==> src/rtl/assert_macros.svh <==
// ---------------------------------------------------------------------------
// Assertion macros
// Shared concurrent assertion helpers for the alert conditioner RTL.
// ---------------------------------------------------------------------------
`ifndef ASSERT_MACROS_SVH
`define ASSERT_MACROS_SVH

// Property checked on every rising clock edge outside reset.
`define PDAC_ASSERT(lbl, clk, rstn, prop) \
  lbl: assert property (@(posedge clk) disable iff (!(rstn)) (prop)) \
    else $error("%m: assertion failed");

// Condition that must never be true outside reset.
`define PDAC_NEVER(lbl, clk, rstn, cond) \
  lbl: assert property (@(posedge clk) disable iff (!(rstn)) !(cond)) \
    else $error("%m: forbidden condition seen");

`endif

==> src/rtl/pdac_pkg.sv <==
// ---------------------------------------------------------------------------
// pdac_pkg
// Types, constants and helper functions of the posture/distance alert
// conditioner.
// ---------------------------------------------------------------------------
package pdac_pkg;

  // Field widths
  localparam int unsigned TsW      = 32;
  localparam int unsigned TiltW    = 11;
  localparam int unsigned RangeW   = 12;
  localparam int unsigned LightW   = 10;
  localparam int unsigned HoldW    = 16;
  localparam int unsigned LevelW   = 8;
  localparam int unsigned HzW      = 11;
  localparam int unsigned SevW     = 2;
  localparam int unsigned CfgIdxW  = 3;
  localparam int unsigned CfgDataW = 16;

  // Configuration register indexes
  typedef enum logic [CfgIdxW-1:0] {
    REG_TILT_WARN     = 3'd0,
    REG_TILT_CRITICAL = 3'd1,
    REG_NEAR_WARN     = 3'd2,
    REG_NEAR_CRITICAL = 3'd3,
    REG_TILT_HOLD     = 3'd4,
    REG_NEAR_HOLD     = 3'd5,
    REG_SETTLE        = 3'd6
  } cfg_reg_e;

  // Register reset values
  localparam logic [TiltW-1:0]  TILT_WARN_RST     = 11'd200;
  localparam logic [TiltW-1:0]  TILT_CRITICAL_RST = 11'd350;
  localparam logic [RangeW-1:0] NEAR_WARN_RST     = 12'd400;
  localparam logic [RangeW-1:0] NEAR_CRITICAL_RST = 12'd250;
  localparam logic [HoldW-1:0]  TILT_HOLD_RST     = 16'd3000;
  localparam logic [HoldW-1:0]  NEAR_HOLD_RST     = 16'd3000;
  localparam logic [HoldW-1:0]  SETTLE_RST        = 16'd500;

  // Severity breakpoints with a single alert up
  localparam logic [TiltW-1:0]  TILT_SEV3 = 11'd500;
  localparam logic [TiltW-1:0]  TILT_SEV2 = 11'd350;
  localparam logic [RangeW-1:0] NEAR_SEV3 = 12'd50;
  localparam logic [RangeW-1:0] NEAR_SEV2 = 12'd100;

  // Buzzer tempos in ms
  localparam logic [TsW-1:0] FAST_OFF_MS  = 32'd250;
  localparam logic [TsW-1:0] FAST_ON_MS   = 32'd120;
  localparam logic [TsW-1:0] MED_OFF_MS   = 32'd700;
  localparam logic [TsW-1:0] SHORT_ON_MS  = 32'd90;
  localparam logic [TsW-1:0] SLOW_OFF_MS  = 32'd900;

  // Brightness map
  localparam logic [LightW:0]   LIGHT_MAX = 11'd1023;
  localparam logic [LevelW-1:0] LEVEL_MIN = 8'd15;

  // Severity codes
  typedef enum logic [SevW-1:0] {
    SEV_NONE   = 2'd0,
    SEV_GREEN  = 2'd1,
    SEV_BLUE   = 2'd2,
    SEV_YELLOW = 2'd3
  } sev_e;

  // Tone codes
  typedef enum logic [1:0] {
    TONE_NONE   = 2'd0,
    TONE_FAST   = 2'd1,
    TONE_MEDIUM = 2'd2,
    TONE_SLOW   = 2'd3
  } tone_e;

  typedef struct packed {
    logic [TiltW-1:0]  tilt_warn;
    logic [TiltW-1:0]  tilt_critical;
    logic [RangeW-1:0] near_warn;
    logic [RangeW-1:0] near_critical;
    logic [HoldW-1:0]  tilt_hold_ms;
    logic [HoldW-1:0]  near_hold_ms;
    logic [HoldW-1:0]  settle_ms;
  } cfg_t;

  typedef struct packed {
    logic near_crit;
    logic tilt_crit;
    logic near;
    logic tilt;
  } alert_flags_t;

  // Tone frequency of a code
  function automatic logic [HzW-1:0] tone_freq(tone_e code);
    logic [HzW-1:0] hz;
    unique case (code)
      TONE_FAST:   hz = 11'd1600;
      TONE_MEDIUM: hz = 11'd1100;
      TONE_SLOW:   hz = 11'd900;
      default:     hz = '0;
    endcase
    return hz;
  endfunction

  // light * 240 / 1023 + 15, truncated. Quotient by 1023: take x >> 10,
  // the remainder is then (x & 1023) + q0 < 2 * 1023, one correction step.
  function automatic logic [LevelW-1:0] light_level(logic [LightW-1:0] light);
    logic [17:0]       prod;
    logic [LevelW-1:0] q0;
    logic [LightW:0]   rem;
    logic [LevelW-1:0] q;
    prod = {light, 8'd0} - {4'd0, light, 4'd0};
    q0   = prod[17:10];
    rem  = {1'b0, prod[9:0]} + {3'd0, q0};
    q    = (rem >= LIGHT_MAX) ? q0 + 8'd1 : q0;
    return q + LEVEL_MIN;
  endfunction

endpackage

==> src/rtl/posture_distance_alert_conditioner.sv <==
// ---------------------------------------------------------------------------
// posture_distance_alert_conditioner
// Turns timestamped tilt/distance/light samples into held alerts, a settled
// severity with LED levels and a buzzer pattern.
// ---------------------------------------------------------------------------
// One sample beat in, one result beat out. A sample sits in the input
// register while the alert, severity and buzzer logic update their state,
// and the result is registered. A new sample is accepted every cycle as
// long as the output side takes results. All timing is by the sample
// timestamps, not by the clock. Register writes on the config port are
// taken at any time (ready is always high) and are meant to happen while
// no sample is in flight.
// ---------------------------------------------------------------------------
`include "assert_macros.svh"

module posture_distance_alert_conditioner (
  input  logic                            clk_i,
  input  logic                            rst_ni,
  // Config write channel
  input  logic                            cfg_valid_i,
  output logic                            cfg_ready_o,
  input  logic [pdac_pkg::CfgIdxW-1:0]    cfg_index_i,
  input  logic [pdac_pkg::CfgDataW-1:0]   cfg_data_i,
  // Sample channel
  input  logic                            in_valid_i,
  output logic                            in_stall_o,
  input  logic [pdac_pkg::TsW-1:0]        timestamp_ms_i,
  input  logic [pdac_pkg::TiltW-1:0]      tilt_tenths_i,
  input  logic [pdac_pkg::RangeW-1:0]     range_tenths_i,
  input  logic                            range_ok_i,
  input  logic [pdac_pkg::LightW-1:0]     light_raw_i,
  input  logic                            clear_alerts_i,
  // Result channel
  output logic                            out_valid_o,
  input  logic                            out_stall_i,
  output logic                            tilt_alert_o,
  output logic                            near_alert_o,
  output logic                            tilt_crit_flag_o,
  output logic                            near_crit_flag_o,
  output logic [pdac_pkg::SevW-1:0]       shown_severity_o,
  output logic [pdac_pkg::LevelW-1:0]     green_level_o,
  output logic [pdac_pkg::LevelW-1:0]     blue_level_o,
  output logic [pdac_pkg::LevelW-1:0]     yellow_level_o,
  output logic                            buzzer_sound_o,
  output logic [pdac_pkg::HzW-1:0]        tone_hz_o
);
  import pdac_pkg::*;

  // Config registers
  cfg_t cfg_q;

  always_ff @(posedge clk_i or negedge rst_ni) begin
    if (!rst_ni) begin
      cfg_q.tilt_warn     <= TILT_WARN_RST;
      cfg_q.tilt_critical <= TILT_CRITICAL_RST;
      cfg_q.near_warn     <= NEAR_WARN_RST;
      cfg_q.near_critical <= NEAR_CRITICAL_RST;
      cfg_q.tilt_hold_ms  <= TILT_HOLD_RST;
      cfg_q.near_hold_ms  <= NEAR_HOLD_RST;
      cfg_q.settle_ms     <= SETTLE_RST;
    end else if (cfg_valid_i) begin
      unique case (cfg_index_i)
        REG_TILT_WARN:     cfg_q.tilt_warn     <= cfg_data_i[TiltW-1:0];
        REG_TILT_CRITICAL: cfg_q.tilt_critical <= cfg_data_i[TiltW-1:0];
        REG_NEAR_WARN:     cfg_q.near_warn     <= cfg_data_i[RangeW-1:0];
        REG_NEAR_CRITICAL: cfg_q.near_critical <= cfg_data_i[RangeW-1:0];
        REG_TILT_HOLD:     cfg_q.tilt_hold_ms  <= cfg_data_i[HoldW-1:0];
        REG_NEAR_HOLD:     cfg_q.near_hold_ms  <= cfg_data_i[HoldW-1:0];
        REG_SETTLE:        cfg_q.settle_ms     <= cfg_data_i[HoldW-1:0];
        default: ;
      endcase
    end
  end

  assign cfg_ready_o = 1'b1;

  // Input stage handshake
  logic               s1_valid_q;
  logic [TsW-1:0]     s1_now_q;
  logic [TiltW-1:0]   s1_tilt_q;
  logic [RangeW-1:0]  s1_range_q;
  logic               s1_ok_q;
  logic [LightW-1:0]  s1_light_q;
  logic               s1_clear_q;
  logic               advance, in_take;
  logic               out_valid_q;

  assign advance    = s1_valid_q && (!out_valid_q || !out_stall_i);
  assign in_stall_o = s1_valid_q && !advance;
  assign in_take    = in_valid_i && !in_stall_o;

  always_ff @(posedge clk_i or negedge rst_ni) begin
    if (!rst_ni) begin
      s1_valid_q <= 1'b0;
    end else if (in_take) begin
      s1_valid_q <= 1'b1;
    end else if (advance) begin
      s1_valid_q <= 1'b0;
    end
  end

  always_ff @(posedge clk_i) begin
    if (in_take) begin
      s1_now_q   <= timestamp_ms_i;
      s1_tilt_q  <= tilt_tenths_i;
      s1_range_q <= range_tenths_i;
      s1_ok_q    <= range_ok_i;
      s1_light_q <= light_raw_i;
      s1_clear_q <= clear_alerts_i;
    end
  end

  // Compute stage
  alert_flags_t       flags;
  logic [SevW-1:0]    shown;
  logic [LevelW-1:0]  green, blue, yellow;
  logic               sound;
  logic [HzW-1:0]     hz;

  pdac_alert u_alert (
    .clk_i      (clk_i),
    .rst_ni     (rst_ni),
    .en_i       (advance),
    .now_i      (s1_now_q),
    .tilt_i     (s1_tilt_q),
    .range_i    (s1_range_q),
    .range_ok_i (s1_ok_q),
    .clear_i    (s1_clear_q),
    .cfg_i      (cfg_q),
    .flags_o    (flags)
  );

  pdac_sev u_sev (
    .clk_i       (clk_i),
    .rst_ni      (rst_ni),
    .en_i        (advance),
    .now_i       (s1_now_q),
    .tilt_i      (s1_tilt_q),
    .range_i     (s1_range_q),
    .light_i     (s1_light_q),
    .settle_ms_i (cfg_q.settle_ms),
    .flags_i     (flags),
    .shown_o     (shown),
    .green_o     (green),
    .blue_o      (blue),
    .yellow_o    (yellow)
  );

  pdac_buzz u_buzz (
    .clk_i     (clk_i),
    .rst_ni    (rst_ni),
    .en_i      (advance),
    .now_i     (s1_now_q),
    .clear_i   (s1_clear_q),
    .flags_i   (flags),
    .sound_o   (sound),
    .tone_hz_o (hz)
  );

  // Result register
  always_ff @(posedge clk_i or negedge rst_ni) begin
    if (!rst_ni) begin
      out_valid_q <= 1'b0;
    end else if (advance) begin
      out_valid_q <= 1'b1;
    end else if (!out_stall_i) begin
      out_valid_q <= 1'b0;
    end
  end

  always_ff @(posedge clk_i) begin
    if (advance) begin
      tilt_alert_o     <= flags.tilt;
      near_alert_o     <= flags.near;
      tilt_crit_flag_o <= flags.tilt_crit;
      near_crit_flag_o <= flags.near_crit;
      shown_severity_o <= shown;
      green_level_o    <= green;
      blue_level_o     <= blue;
      yellow_level_o   <= yellow;
      buzzer_sound_o   <= sound;
      tone_hz_o        <= hz;
    end
  end

  assign out_valid_o = out_valid_q;

  // Checks
  `PDAC_NEVER(a_stall_without_item, clk_i, rst_ni, in_stall_o && !s1_valid_q)
  `PDAC_ASSERT(a_full_blocked_stalls, clk_i, rst_ni,
    (s1_valid_q && out_valid_q && out_stall_i) |-> in_stall_o)
  `PDAC_ASSERT(a_tone_matches_sound, clk_i, rst_ni,
    out_valid_q |-> ((tone_hz_o != '0) == buzzer_sound_o))
  `PDAC_ASSERT(a_one_led_lit, clk_i, rst_ni,
    out_valid_q |-> ($countones({green_level_o != '0, blue_level_o != '0,
                                 yellow_level_o != '0}) <= 1))
  `PDAC_ASSERT(a_dark_when_none, clk_i, rst_ni,
    (out_valid_q && (shown_severity_o == SEV_NONE)) |->
      ((green_level_o == '0) && (blue_level_o == '0) && (yellow_level_o == '0)))

endmodule

==> src/rtl/pdac_alert.sv <==
// ---------------------------------------------------------------------------
// pdac_alert
// Threshold compare and hold timers for the posture and distance alerts.
// ---------------------------------------------------------------------------
module pdac_alert (
  input  logic                         clk_i,
  input  logic                         rst_ni,
  input  logic                         en_i,
  input  logic [pdac_pkg::TsW-1:0]     now_i,
  input  logic [pdac_pkg::TiltW-1:0]   tilt_i,
  input  logic [pdac_pkg::RangeW-1:0]  range_i,
  input  logic                         range_ok_i,
  input  logic                         clear_i,
  input  pdac_pkg::cfg_t               cfg_i,
  output pdac_pkg::alert_flags_t       flags_o
);
  import pdac_pkg::*;

  logic               tilt_run_q, tilt_run_d;
  logic [TsW-1:0]     tilt_start_q, tilt_start_d;
  logic               near_run_q, near_run_d;
  logic [TsW-1:0]     near_start_q, near_start_d;
  alert_flags_t       flags_q, flags_d;

  logic               t_now, n_now;
  logic               tilt_run_eff, near_run_eff;
  logic [TsW-1:0]     tilt_from, near_from;
  logic [TsW-1:0]     tilt_elapsed, near_elapsed;
  alert_flags_t       flags_old;

  // Clear request acts before the sample is evaluated
  assign tilt_run_eff = tilt_run_q & ~clear_i;
  assign near_run_eff = near_run_q & ~clear_i;
  assign flags_old    = clear_i ? '0 : flags_q;

  assign t_now = (tilt_i >= cfg_i.tilt_warn);
  assign n_now = range_ok_i && (range_i <= cfg_i.near_warn);

  // A timer that is not running starts at this sample
  assign tilt_from    = tilt_run_eff ? tilt_start_q : now_i;
  assign near_from    = near_run_eff ? near_start_q : now_i;
  assign tilt_elapsed = now_i - tilt_from;
  assign near_elapsed = now_i - near_from;

  // Next timer state and alert flags
  always_comb begin
    flags_d           = '0;
    flags_d.tilt      = flags_old.tilt;
    flags_d.near      = flags_old.near;
    flags_d.tilt_crit = (tilt_i >= cfg_i.tilt_critical);
    flags_d.near_crit = range_ok_i && (range_i <= cfg_i.near_critical);
    tilt_run_d        = 1'b0;
    tilt_start_d      = '0;
    near_run_d        = 1'b0;
    near_start_d      = '0;
    if (t_now) begin
      tilt_run_d   = 1'b1;
      tilt_start_d = tilt_from;
      if (tilt_elapsed >= {16'd0, cfg_i.tilt_hold_ms}) begin
        flags_d.tilt = 1'b1;
      end
    end else begin
      flags_d.tilt      = 1'b0;
      flags_d.tilt_crit = 1'b0;
    end
    if (n_now) begin
      near_run_d   = 1'b1;
      near_start_d = near_from;
      if (near_elapsed >= {16'd0, cfg_i.near_hold_ms}) begin
        flags_d.near = 1'b1;
      end
    end else begin
      flags_d.near      = 1'b0;
      flags_d.near_crit = 1'b0;
    end
  end

  // State registers
  always_ff @(posedge clk_i or negedge rst_ni) begin
    if (!rst_ni) begin
      tilt_run_q   <= 1'b0;
      tilt_start_q <= '0;
      near_run_q   <= 1'b0;
      near_start_q <= '0;
      flags_q      <= '0;
    end else if (en_i) begin
      tilt_run_q   <= tilt_run_d;
      tilt_start_q <= tilt_start_d;
      near_run_q   <= near_run_d;
      near_start_q <= near_start_d;
      flags_q      <= flags_d;
    end
  end

  assign flags_o = flags_d;

endmodule

==> src/rtl/pdac_sev.sv <==
// ---------------------------------------------------------------------------
// pdac_sev
// Severity derivation, settle filter and LED brightness.
// ---------------------------------------------------------------------------
module pdac_sev (
  input  logic                         clk_i,
  input  logic                         rst_ni,
  input  logic                         en_i,
  input  logic [pdac_pkg::TsW-1:0]     now_i,
  input  logic [pdac_pkg::TiltW-1:0]   tilt_i,
  input  logic [pdac_pkg::RangeW-1:0]  range_i,
  input  logic [pdac_pkg::LightW-1:0]  light_i,
  input  logic [pdac_pkg::HoldW-1:0]   settle_ms_i,
  input  pdac_pkg::alert_flags_t       flags_i,
  output logic [pdac_pkg::SevW-1:0]    shown_o,
  output logic [pdac_pkg::LevelW-1:0]  green_o,
  output logic [pdac_pkg::LevelW-1:0]  blue_o,
  output logic [pdac_pkg::LevelW-1:0]  yellow_o
);
  import pdac_pkg::*;

  sev_e              cur_q, cur_d;
  sev_e              pend_q, pend_d;
  logic [TsW-1:0]    since_q, since_d;
  sev_e              sev;
  logic [TsW-1:0]    pend_age;
  logic [LevelW-1:0] level;

  // Raw severity from the updated alerts
  always_comb begin
    priority if (!flags_i.tilt && !flags_i.near) begin
      sev = SEV_NONE;
    end else if (flags_i.tilt && flags_i.near) begin
      sev = SEV_YELLOW;
    end else if (flags_i.tilt) begin
      priority if (tilt_i >= TILT_SEV3) sev = SEV_YELLOW;
      else if (tilt_i >= TILT_SEV2) sev = SEV_BLUE;
      else sev = SEV_GREEN;
    end else begin
      priority if (range_i <= NEAR_SEV3) sev = SEV_YELLOW;
      else if (range_i <= NEAR_SEV2) sev = SEV_BLUE;
      else sev = SEV_GREEN;
    end
  end

  assign pend_age = now_i - since_q;

  // Settle filter
  always_comb begin
    cur_d   = cur_q;
    pend_d  = pend_q;
    since_d = since_q;
    if (sev != cur_q) begin
      if (sev != pend_q) begin
        pend_d  = sev;
        since_d = now_i;
      end else if (pend_age >= {16'd0, settle_ms_i}) begin
        cur_d = pend_q;
      end
    end else begin
      pend_d  = cur_q;
      since_d = now_i;
    end
  end

  always_ff @(posedge clk_i or negedge rst_ni) begin
    if (!rst_ni) begin
      cur_q   <= SEV_NONE;
      pend_q  <= SEV_NONE;
      since_q <= '0;
    end else if (en_i) begin
      cur_q   <= cur_d;
      pend_q  <= pend_d;
      since_q <= since_d;
    end
  end

  // At most one LED lit, at the ambient-scaled level
  assign level    = light_level(light_i);
  assign shown_o  = cur_d;
  assign green_o  = (cur_d == SEV_GREEN)  ? level : '0;
  assign blue_o   = (cur_d == SEV_BLUE)   ? level : '0;
  assign yellow_o = (cur_d == SEV_YELLOW) ? level : '0;

endmodule

==> src/rtl/pdac_buzz.sv <==
// ---------------------------------------------------------------------------
// pdac_buzz
// Non-blocking buzzer on/off pattern with three tempos.
// ---------------------------------------------------------------------------
module pdac_buzz (
  input  logic                       clk_i,
  input  logic                       rst_ni,
  input  logic                       en_i,
  input  logic [pdac_pkg::TsW-1:0]   now_i,
  input  logic                       clear_i,
  input  pdac_pkg::alert_flags_t     flags_i,
  output logic                       sound_o,
  output logic [pdac_pkg::HzW-1:0]   tone_hz_o
);
  import pdac_pkg::*;

  logic           beep_q, beep_d;
  logic [TsW-1:0] mark_q, mark_d;
  tone_e          tone_q, tone_d;

  logic           beep_eff;
  tone_e          tone_eff;
  logic           any_alert, fast, near_tempo;
  logic [TsW-1:0] off_ms, on_ms;
  tone_e          code;
  logic [TsW-1:0] elapsed;

  assign beep_eff   = beep_q & ~clear_i;
  assign tone_eff   = clear_i ? TONE_NONE : tone_q;
  assign any_alert  = flags_i.tilt | flags_i.near;
  assign fast       = (flags_i.tilt & flags_i.near) | flags_i.tilt_crit | flags_i.near_crit;
  assign near_tempo = flags_i.near;
  assign elapsed    = now_i - mark_q;

  // Tempo selection
  always_comb begin
    priority if (fast) begin
      off_ms = FAST_OFF_MS;
      on_ms  = FAST_ON_MS;
      code   = TONE_FAST;
    end else if (near_tempo) begin
      off_ms = MED_OFF_MS;
      on_ms  = SHORT_ON_MS;
      code   = TONE_MEDIUM;
    end else begin
      off_ms = SLOW_OFF_MS;
      on_ms  = SHORT_ON_MS;
      code   = TONE_SLOW;
    end
  end

  // Pattern step; a sounding tone keeps its code until it stops
  always_comb begin
    beep_d = beep_eff;
    tone_d = tone_eff;
    mark_d = mark_q;
    if (!any_alert) begin
      beep_d = 1'b0;
      tone_d = TONE_NONE;
    end else if (!beep_eff && (elapsed >= off_ms)) begin
      beep_d = 1'b1;
      tone_d = code;
      mark_d = now_i;
    end else if (beep_eff && (elapsed >= on_ms)) begin
      beep_d = 1'b0;
      mark_d = now_i;
    end
  end

  always_ff @(posedge clk_i or negedge rst_ni) begin
    if (!rst_ni) begin
      beep_q <= 1'b0;
      mark_q <= '0;
      tone_q <= TONE_NONE;
    end else if (en_i) begin
      beep_q <= beep_d;
      mark_q <= mark_d;
      tone_q <= tone_d;
    end
  end

  assign sound_o   = beep_d;
  assign tone_hz_o = beep_d ? tone_freq(tone_d) : '0;

endmodule

==> config.mk <==
export PLATFORM = sky130hd
export DESIGN_NAME = posture_distance_alert_conditioner
export DESIGN_NICKNAME = d
export VERILOG_FILES = /design/src/rtl/pdac_pkg.sv /design/src/rtl/posture_distance_alert_conditioner.sv /design/src/rtl/pdac_alert.sv /design/src/rtl/pdac_sev.sv /design/src/rtl/pdac_buzz.sv
export VERILOG_INCLUDE_DIRS = /design/src /design/src/rtl
export SDC_FILE = /design/constraint.sdc
export NUM_CORES = 1
export LEC_CHECK = 0
export BUFFER_PORTS_ARGS = -buffer_cell sky130_fd_sc_hd__clkbuf_2
export CORE_ASPECT_RATIO = 0.5
export CORE_MARGIN = 2
export CORE_UTILIZATION = 46
export DETAILED_ROUTE_END_ITERATION = 16
export GPL_TIMING_DRIVEN = 0
export RECOVER_POWER = 50
export REMOVE_ABC_BUFFERS = 1
export SLEW_MARGIN = 20
export SYNTH_ARGS = -nofsm -noshare
export SYNTH_HDL_FRONTEND = slang
export SYNTH_SLANG_ARGS = --single-unit
==> constraint.sdc <==
create_clock -name clk_i -period 10.9 [get_ports clk_i]
set_input_delay 1.635 -clock clk_i [delete_from_list [all_inputs] [get_ports clk_i]]
set_output_delay 1.635 -clock clk_i [all_outputs]
set_load 0.01 [all_outputs]
==> flow_results.org, run 1 <==
** Yosys
- Among all flip-flop cells after synthesis, the most frequent one is sky130_fd_sc_hd__dfrtp_1.
- Post-synth EDFFs :: between 100 and 150
- Number of distinct library cell variants in the gate-level netlist after synthesis :: 94
- Synthesis produced a netlist whose cell count is 2,606.
- The synthesized design devotes to its leading area cell type 20.1% of total area.
- Biggest area consumer among synthesized cells :: sky130_fd_sc_hd__dfrtp_1
- Post-synthesis sequential area ratio :: between 30% and 40%
- The average instance in the mapped netlist occupies about 9.4 um2.
- Register bit count reported by yosys :: 338
- Fraction of registers with async set or reset after synthesis :: 69.5%
- The Yosys step of the flow raised 0 warnings.
- Ranked by total cell area, the synthesized netlist is headed by sky130_fd_sc_hd__dfrtp_1 (20%), sky130_fd_sc_hd__edfxtp_1 (13%), sky130_fd_sc_hd__ha_1 (12%).
- Total standard cell area after synthesis :: 0.0245 mm2

** Clock network
- CTS saw 338 sinks.
- Root Driver :: sky130_fd_sc_hd__clkbuf_16
- Count of hold-fix buffers inserted at cts :: 0
- Number of buffers between clock root and the deepest sink :: 3
- At the later pin of the worst-skew pair, clock insertion delay measures 0.57 ns.
- Number of gates given a new drive strength after cts :: 0
- Clock-pin slew was measured on the worst setup and hold paths at around 0.060 ns.
- Post-CTS setup repair buffer count :: 0
- Buffers inserted during clock tree synthesis total 36.
- Level count of the clock H-tree :: 2
- TritonCTS built the clock tree.

** Cells and area
- Across the whole layout, storage elements account for between 0.009 and 0.01 mm2.
- The count of cells in the finished layout, fillers not included, comes to about 3,400.
- The post-route netlist has between 10% and 20% of its cells at a drive strength greater than 1.
- Summing all multi-input logic gate instances after layout gives 0.0142 mm2.
- In the final design database the tool counted 3,035 nets.
- Compared with the post-synthesis result, the final layout area differs by 10.7%.
- Antenna diode count :: 0
- Fillers :: 4,882

** Timing
- After layout, the worst path uses 93.0% of the clock period.
- Slew at the pin closest to its max-slew limit :: 4.76 ns
- In this run the tightest slew margin relative to its limit is -218%.
- The final count of pins violating max slew came to between 200 and 300.
- The worst path needs 10.14 ns of the cycle, external delays included.
- Clock Skews :: between 0.02 and 0.03 ns
- Setup repair after global routing left no endpoint under its margin.
- Setup violations remaining at the end of the flow were counted as 0.
- Hold Fails Final Rpt :: 0
- Static timing analysis puts the maximum clock frequency at 98.6 MHz.

** Routing
- Total number of vias :: a little under 20,000
- Ratio of routed vias to standard cells :: between 5 and 6
- For this block, the initial DRC count from the detailed router was 1,408.
- The routed design has ~64,000 um of wire.
- After detailed routing, the average wire length per cell comes to around 19 um.
- For this run, the detailed router's first-pass iteration total came to 11.
- In the routed design, unresolved DRC markers number 7.
- The count of nets left with antenna violations once routing finished came out at 0.

** Power
- The analysis attributes to cell leakage a power of 11.8 nW.
- PwrDens :: about 230 mW/mm2
- Final Power :: 6.21 mW
- VDD IR max :: 0.103 mV

** Placement
- At the end of routability-driven placement, the weighted congestion stood at 0.916.
- Buffers added on ports :: 130
- Instance count after placement with tap cells included :: 3,360
- Sum of net half-perimeters after detailed placement :: 49,300 um

** Outcome
- Outcome :: finished, violations left
- The final reports fail on DRC, capacitance limit, slew limit.

** Worst setup path
- The largest individual stage delay along the critical path comes from the cell sky130_fd_sc_hd__edfxtp_1.
- Measured in cells, the most critical reg-to-reg path has a length of 33.
- On the critical path the largest part of the delay comes from simple AND/OR/NAND/NOR gates.
- The number of buffers and inverters on the critical path is 4.
- Endpoint required time on the critical path :: 11.33 ns
- STA classifies the critical path endpoint as a flip-flop.
- In this run the worst setup path begins at s1_clear_q.
- Setup slack on the worst flop-to-flop path :: 0.76 ns
- The worst setup path is launched from a flip-flop.
- In this run the number of cells on the critical path is 33.
- Top cell by count, worst path :: sky130_fd_sc_hd__a21oi_1
- Worst path max stage delay :: 0.66 ns
- Crit path max fanout :: 18
- R2r endpoint :: u_buzz.mark_q[27]
- For the worst setup path, the data arrival time is 10.57 ns.
- Start-to-end type of the worst setup path :: flip-flop to flip-flop
- Critical path destination :: u_buzz.mark_q[27]
- Critical register-to-register path startpoint :: s1_clear_q

** GRT
- Summed over all layers, the global routing overflow is 0.
- Entering global routing, the biggest net connects 87 pins.
- Number of global-route vias before repair :: 18,676
- The first global-routing pass estimated 102,000 um of wire.
- Global routing used between 20% and 30% of the available tracks across all layers.
- The initial antenna violation count came to 2.

** Job
- The tool flagged a number of max-cap violations equal to 4.

** Hold path
- Kind of path behind the tightest hold check :: flip-flop to flip-flop

** Floorplanning
- 136 I/O pins were placed.
- Die outline height :: 167 um
- Row cnt :: 59
- The die covers 0.0552 mm2.
- Die X :: around 330 um
- The total area inside the core boundary comes to 0.0523 mm2.
- Starting density of the core :: a little under half
==> registers in the layout, summed over array words and instances (netlist names), 5 cells and up <==
name	flops
cfg_q	94
s1_now_q	32
u_alert.near_start_q	32
u_alert.tilt_start_q	32
u_buzz.mark_q	32
u_sev.since_q	32
s1_range_q	12
s1_tilt_q	11
s1_light_q	10
blue_level_o	8
green_level_o	8
yellow_level_o	8
tone_hz_o	5
==> power by group <==
group          switching (mW)  total (mW)  leakage, nW  internal, mW
registers               0.177        1.83         3.84          1.65
clock network           0.559        1.30        0.595         0.739
logic                    1.77        3.09         7.36          1.32
==> worst reg2reg max path, delay by kind of cell, from the launching register on <==
kind            cells  cell delay, ns
fa+ha+maj           3            0.92
simple gates       11            3.67
flops               1            0.66
buf+inv             4            0.81
mux                 2            0.79
xor+xnor            1            0.20
compound gates     12            2.97
==> layer usage <==
metal	global-route usage, %	part of all wire [%]	up-vias	routed length (um)
met3	3.39	4.7	71	3030
met4	4.70	1.7	0	1100
li1	-	-	9707	-
met5	0	0	-	0
met1	35.8	52	9499	33100
met2	34.2	42	363	26800
==> synthesized netlist by cell type, drive strengths merged (6+ instances only) <==
library cell  instances
nand3                33
o31ai                96
a21oi               180
and2                 14
buf                  32
o21bai               15
xor2                 41
o2111ai              10
o21ai               173
xnor2                67
nor3b                 6
nor2                118
dfstp                38
a21o                 48
o21a                 35
o211ai               25
a31oi                19
or2                   8
mux2                119
and3                 12
nor4                 11
nand4                37
inv                 227
ha                  242
a2111oi              10
clkbuf               68
edfxtp              103
o31a                 13
dfrtp               197
nand2b               33
nand2               253
a21boi               12
nor2b                34
nor3                 50
mux2i                70
or4                  31
a211oi               24
==> placed cells by master (no fill, tap or decap), types with 10 or more instances in the layout <==
master	netlist	layout
sky130_fd_sc_hd__a2111oi_0	10	10
sky130_fd_sc_hd__a211oi_1	21	21
sky130_fd_sc_hd__a21boi_0	12	12
sky130_fd_sc_hd__a21o_1	48	47
sky130_fd_sc_hd__a21oi_1	179	179
sky130_fd_sc_hd__a31oi_1	19	19
sky130_fd_sc_hd__and2_1	14	13
sky130_fd_sc_hd__and3_1	12	12
sky130_fd_sc_hd__clkbuf_1	68	24
sky130_fd_sc_hd__clkbuf_16	0	38
sky130_fd_sc_hd__clkbuf_2	0	122
sky130_fd_sc_hd__dfrtp_1	197	197
sky130_fd_sc_hd__dfstp_2	38	38
sky130_fd_sc_hd__edfxtp_1	103	103
sky130_fd_sc_hd__ha_1	242	242
sky130_fd_sc_hd__inv_1	227	227
sky130_fd_sc_hd__mux2_2	109	109
sky130_fd_sc_hd__mux2i_1	70	70
sky130_fd_sc_hd__nand2_1	253	252
sky130_fd_sc_hd__nand2b_1	33	33
sky130_fd_sc_hd__nand3_1	33	33
sky130_fd_sc_hd__nand4_1	37	37
sky130_fd_sc_hd__nor2_1	117	117
sky130_fd_sc_hd__nor2b_1	34	32
sky130_fd_sc_hd__nor3_1	49	49
sky130_fd_sc_hd__nor4_1	11	11
sky130_fd_sc_hd__o2111ai_1	10	10
sky130_fd_sc_hd__o211ai_1	24	24
sky130_fd_sc_hd__o21a_1	35	35
sky130_fd_sc_hd__o21ai_0	170	170
sky130_fd_sc_hd__o21bai_1	15	15
sky130_fd_sc_hd__o31a_1	12	12
sky130_fd_sc_hd__o31ai_1	96	95
sky130_fd_sc_hd__or4_1	30	30
sky130_fd_sc_hd__xnor2_1	67	67
sky130_fd_sc_hd__xor2_1	41	41
==> per-stage QoR <==
step           worst slack [ns]  hold WS (ns)  TNS, ns  area (um2)  utilization [%]
5_1_grt                   0.119         0.499        0       27100             51.9
3_5_place_dp              0.816         0.466        0       26000             49.7
6_report                  0.759         0.477        0       27100             51.9
2_1_floorplan             0.386         0.442        0       24100                -
3_3_place_gp              -3.00         0.457  -116.27       25600             49.0
4_1_cts                   0.778         0.480        0       27200             52.1
==> worst min path at each step <==
stage / start / endpoint / slack [ns] / cells past startpoint
global placement: u_alert.tilt_run_q / u_alert.tilt_run_q / 0.46 / 2
detailed placement: u_alert.tilt_start_q[3] / u_alert.tilt_start_q[3] / 0.47 / 2
global route: u_alert.tilt_start_q[23] / u_alert.tilt_start_q[23] / 0.50 / 2
CTS: u_alert.near_start_q[5] / u_alert.near_start_q[5] / 0.48 / 2
floorplan: u_alert.tilt_run_q / u_alert.tilt_run_q / 0.44 / 2
finish: u_alert.tilt_start_q[16] / u_alert.tilt_start_q[16] / 0.48 / 2
==> cell families after synthesis <==
group                    after synthesis  synth area share (%)
AO/OA/AOI/OAI                        731                  19.6
AND/OR/NAND/NOR                      663                  13.2
flip-flops                           338                  36.8
buffers and inverters                328                  5.32
adder cells (fa/ha/maj)              247                  12.8
multiplexers                         189                  8.45
XOR/XNOR                             108                  3.86
other                                  2                0.0307
==> final cells by class <==
class / count / share of cell area, %
inverters: 228 / 3.16
multi-input cells: 1943 / 52.4
repair buffers: 150 / 3.40
clock inverters: 15 / 0.747
clock buffers: 51 / 3.76
flip-flops and latches: 338 / 33.3
well taps: 701 / 3.23
Note: power is estimated with default switching activity, not from simulation.
==> inputs of run 2 (changes only) <==
--- a/config.mk
+++ b/config.mk
@@ -9,7 +9,7 @@
 export BUFFER_PORTS_ARGS = -buffer_cell sky130_fd_sc_hd__clkbuf_2
 export CORE_ASPECT_RATIO = 0.5
 export CORE_MARGIN = 2
-export CORE_UTILIZATION = 46
+export CORE_UTILIZATION = 39
 export DETAILED_ROUTE_END_ITERATION = 16
 export GPL_TIMING_DRIVEN = 0
 export RECOVER_POWER = 50
==> run 2 against run 1 <==
The run ends with capacitance limit, slew limit left. Count of clock-buffer cells in the layout shrank 4. Worst setup slack better by 0.33 ns. Sequential share of layout area down 0.30 points. Die area grew 18%. Via count increased by 0.49%. Total power increased by 1.2%. Sequential power barely moved.
==> flow_results.org, run 2 (synthesized netlist as in run 1, its figures left out) <==
** Clock network
- Insertion delay of the later-clocked pin in the worst-skew pair :: between 0.5 and 0.6 ns
- Sink Count :: 338
- Root Driver :: sky130_fd_sc_hd__clkbuf_16
- Number of gates given a new drive strength after cts :: 0
- Level count of the clock H-tree :: 2
- TritonCTS built the clock tree.
- Count of hold-fix buffers inserted at cts :: 0
- Number of buffers between clock root and the deepest sink :: 3
- After clock tree synthesis, the clock-pin slew on the worst setup and hold paths is 0.07 ns.
- Post-CTS setup repair buffer count :: 0
- Counting the buffers created by CTS gives 36.

** Floorplanning
- Measured along the x axis, the die boundary spans ~360 um.
- Core box area :: 0.0616 mm2
- Row generation in the floorplan step produced 64 rows.
- The floorplan step defined a die boundary enclosing 0.0650 mm2.
- 136 I/O pins were placed.
- Starting density of the core :: 39.8%
- From bottom edge to top edge, the die measures approximately 180 um.

** Timing
- Setup repair after global routing left no endpoint under its margin.
- On the final layout, the worst clock skew is 0.0419 ns.
- Hold Fails Final Rpt :: 0
- Counting I/O delays and the setup requirement, the final critical path takes approximately 10 ns.
- Slew at the pin closest to its max-slew limit :: 4.53 ns
- Maximum clock frequency :: 102 MHz
- Setup violations remaining at the end of the flow were counted as 0.
- Worst slack on hold paths :: between 0.4 and 0.5 ns
- Measured against its own limit, the worst slew margin works out to -202%.
- Final cycle utilization of the critical path :: 90.0%
- The final count of pins violating max slew came to 178.

** Worst setup path
- Start-to-end type of the worst setup path :: flip-flop to flip-flop
- The worst setup path is launched from a flip-flop.
- Among all stages on the critical path, the largest delay is contributed by sky130_fd_sc_hd__edfxtp_1.
- Endpoint required time on the critical path :: roughly 11 ns
- Data arrival time of the critical path :: just over 10 ns
- Crit path max fanout :: 18
- Among the stages of the critical path, the cell type that occurs most often is sky130_fd_sc_hd__a21oi_1.
- For this run, the slowest stage of the critical path takes about 0.70 ns.
- The worst setup path is captured at a flip-flop.

** Power
- PwrDens :: roughly 230 mW/mm2
- Across the VDD grid, the largest voltage drop is 0.121 mV.
- Summed over all cells, the static leakage comes to around 12 nW.

** Cells and area
- Share of the core filled with cells :: 44.5%
- Largest register FFs :: 94
- Ratio of cells with drive above 1 in the final layout :: 13.9%
- Counting flops per register, the top entry is cfg_q.
- Most frequent cells in the layout :: sky130_fd_sc_hd__nand2_1 (252), sky130_fd_sc_hd__ha_1 (242), sky130_fd_sc_hd__inv_1 (227)
- The final layout contains 3,035 nets.
- Area added between synthesis and finish :: 11.7%
- Most frequent standard cell in the layout excluding fill and tap cells :: sky130_fd_sc_hd__nand2_1

** Routing
- Top Layer Used :: met4
- The final route contains 19,737 vias.
- The detail route stage leaves a number of antenna-violating nets equal to 0.
- The routed design uses 3090 um of met3 wire.
- After detailed routing, the wire length on met1 is 32,400 um.
- After the first detailed-routing iteration, the DRC count stood at 1,423.
- Wire length on met2 :: 27,300 um
- In the routed design, unresolved DRC markers number 0.
- In the routed layout, each cell is associated on average with a via count of 5.55.
- Drt first pass iters :: 5
- Dividing the detail-routed wire length by the instance count gives approximately 18 um.
- Summed over all layers, the routed wires come to about 64,000 um.

** Job
- Count of maximum capacitance violations :: 3

** Hold path
- The path class of the tightest hold or removal check is flip-flop to flip-flop.

** Placement
- The wire-length estimate of the detail-placed layout is roughly 50,000 um.
- Buffers added on ports :: 130
- RD Place Congestion :: 0.895

** Outcome
- Outcome :: finished, violations left
- The final reports fail on capacitance limit, slew limit.

** GRT
- The first global-routing pass estimated 103,000 um of wire.
- Summed over all layers, the global routing overflow is 0.
- Antenna violations before repair :: 5
- Global routing used 19.8% of the available tracks.
- Number of global-route vias before repair :: 18,661
- Maximum number of pins on one net before global-route repair :: 84
run 2: cell count changes in the layout (fill, tap and decap cells not counted), sizes merged:
cell    previous run  this run
clkbuf           186       183
clkinv             8        11
inv              231       229
bufinv             3         6
buf               15        14
diode              0         4
run 2: through the flow:
step	instances	setup slack, ns	setup TNS (ns)	instance area, um2	total power [mW]
floorplan	2509	0.386	0	24100	4.14
global placement	3464	-3.22	-136.29	25700	4.83
detailed placement	3484	0.948	0	26200	4.91
CTS	3550	0.904	0	27500	6.32
global route	3554	0.299	0	27400	6.82
finish	3554	1.09	0	27400	6.28
run 2: power breakdown:
group	internal, mW	switching [mW]
combinational	1.31	1.77
sequential	1.65	0.177
clock	0.811	0.563
run 2: path summary, 6_finish.rpt:
path                                          from                 endpoint  depth (start not counted)  slack, ns
hold / removal             u_alert.tilt_start_q[5]  u_alert.tilt_start_q[5]                          2       0.47
setup reg to reg                        s1_clear_q        u_buzz.mark_q[24]                         33       1.09
min in group asynchronous                   rst_ni                cfg_q[38]                          1       1.10
max in group asynchronous                   rst_ni        u_buzz.mark_q[30]                          4       2.50
hold reg to reg            u_alert.tilt_start_q[5]  u_alert.tilt_start_q[5]                          2       0.47
setup / recovery                        s1_clear_q        u_buzz.mark_q[24]                         33       1.09
run 2: final cells by class:
| class | count | area (um2) |
|---|---|---|
| fill | 5861 | 34200 |
| clock buffer | 47 | 1010 |
| antenna | 4 | 10.0 |
| clock inverter | 19 | 299 |
| sequential | 338 | 9020 |
| tap | 825 | 1030 |
| multi-input combinational | 1943 | 14200 |
| inverter | 228 | 857 |
| timing repair buffer | 150 | 915 |
run 2: per-layer routing:
metal | GRT usage (%) | vias up
li1 | - | 9721
met1 | 29.6 | 9506
met2 | 29.7 | 418
met3 | 2.78 | 92
met4 | 5.07 | 0
met5 | 0 | -
run 2: critical path, delay by kind of cell, from the launching register on:
family / cells / cell delay (ns)
AOI/OAI and AO/OA: 12 / 2.76
xor gates and xnor gates: 1 / 0.18
adders and majority gates: 3 / 0.89
buffers and inverters: 4 / 0.85
DFF: 1 / 0.70
muxes: 2 / 0.78
and+or+nand+nor: 11 / 3.51
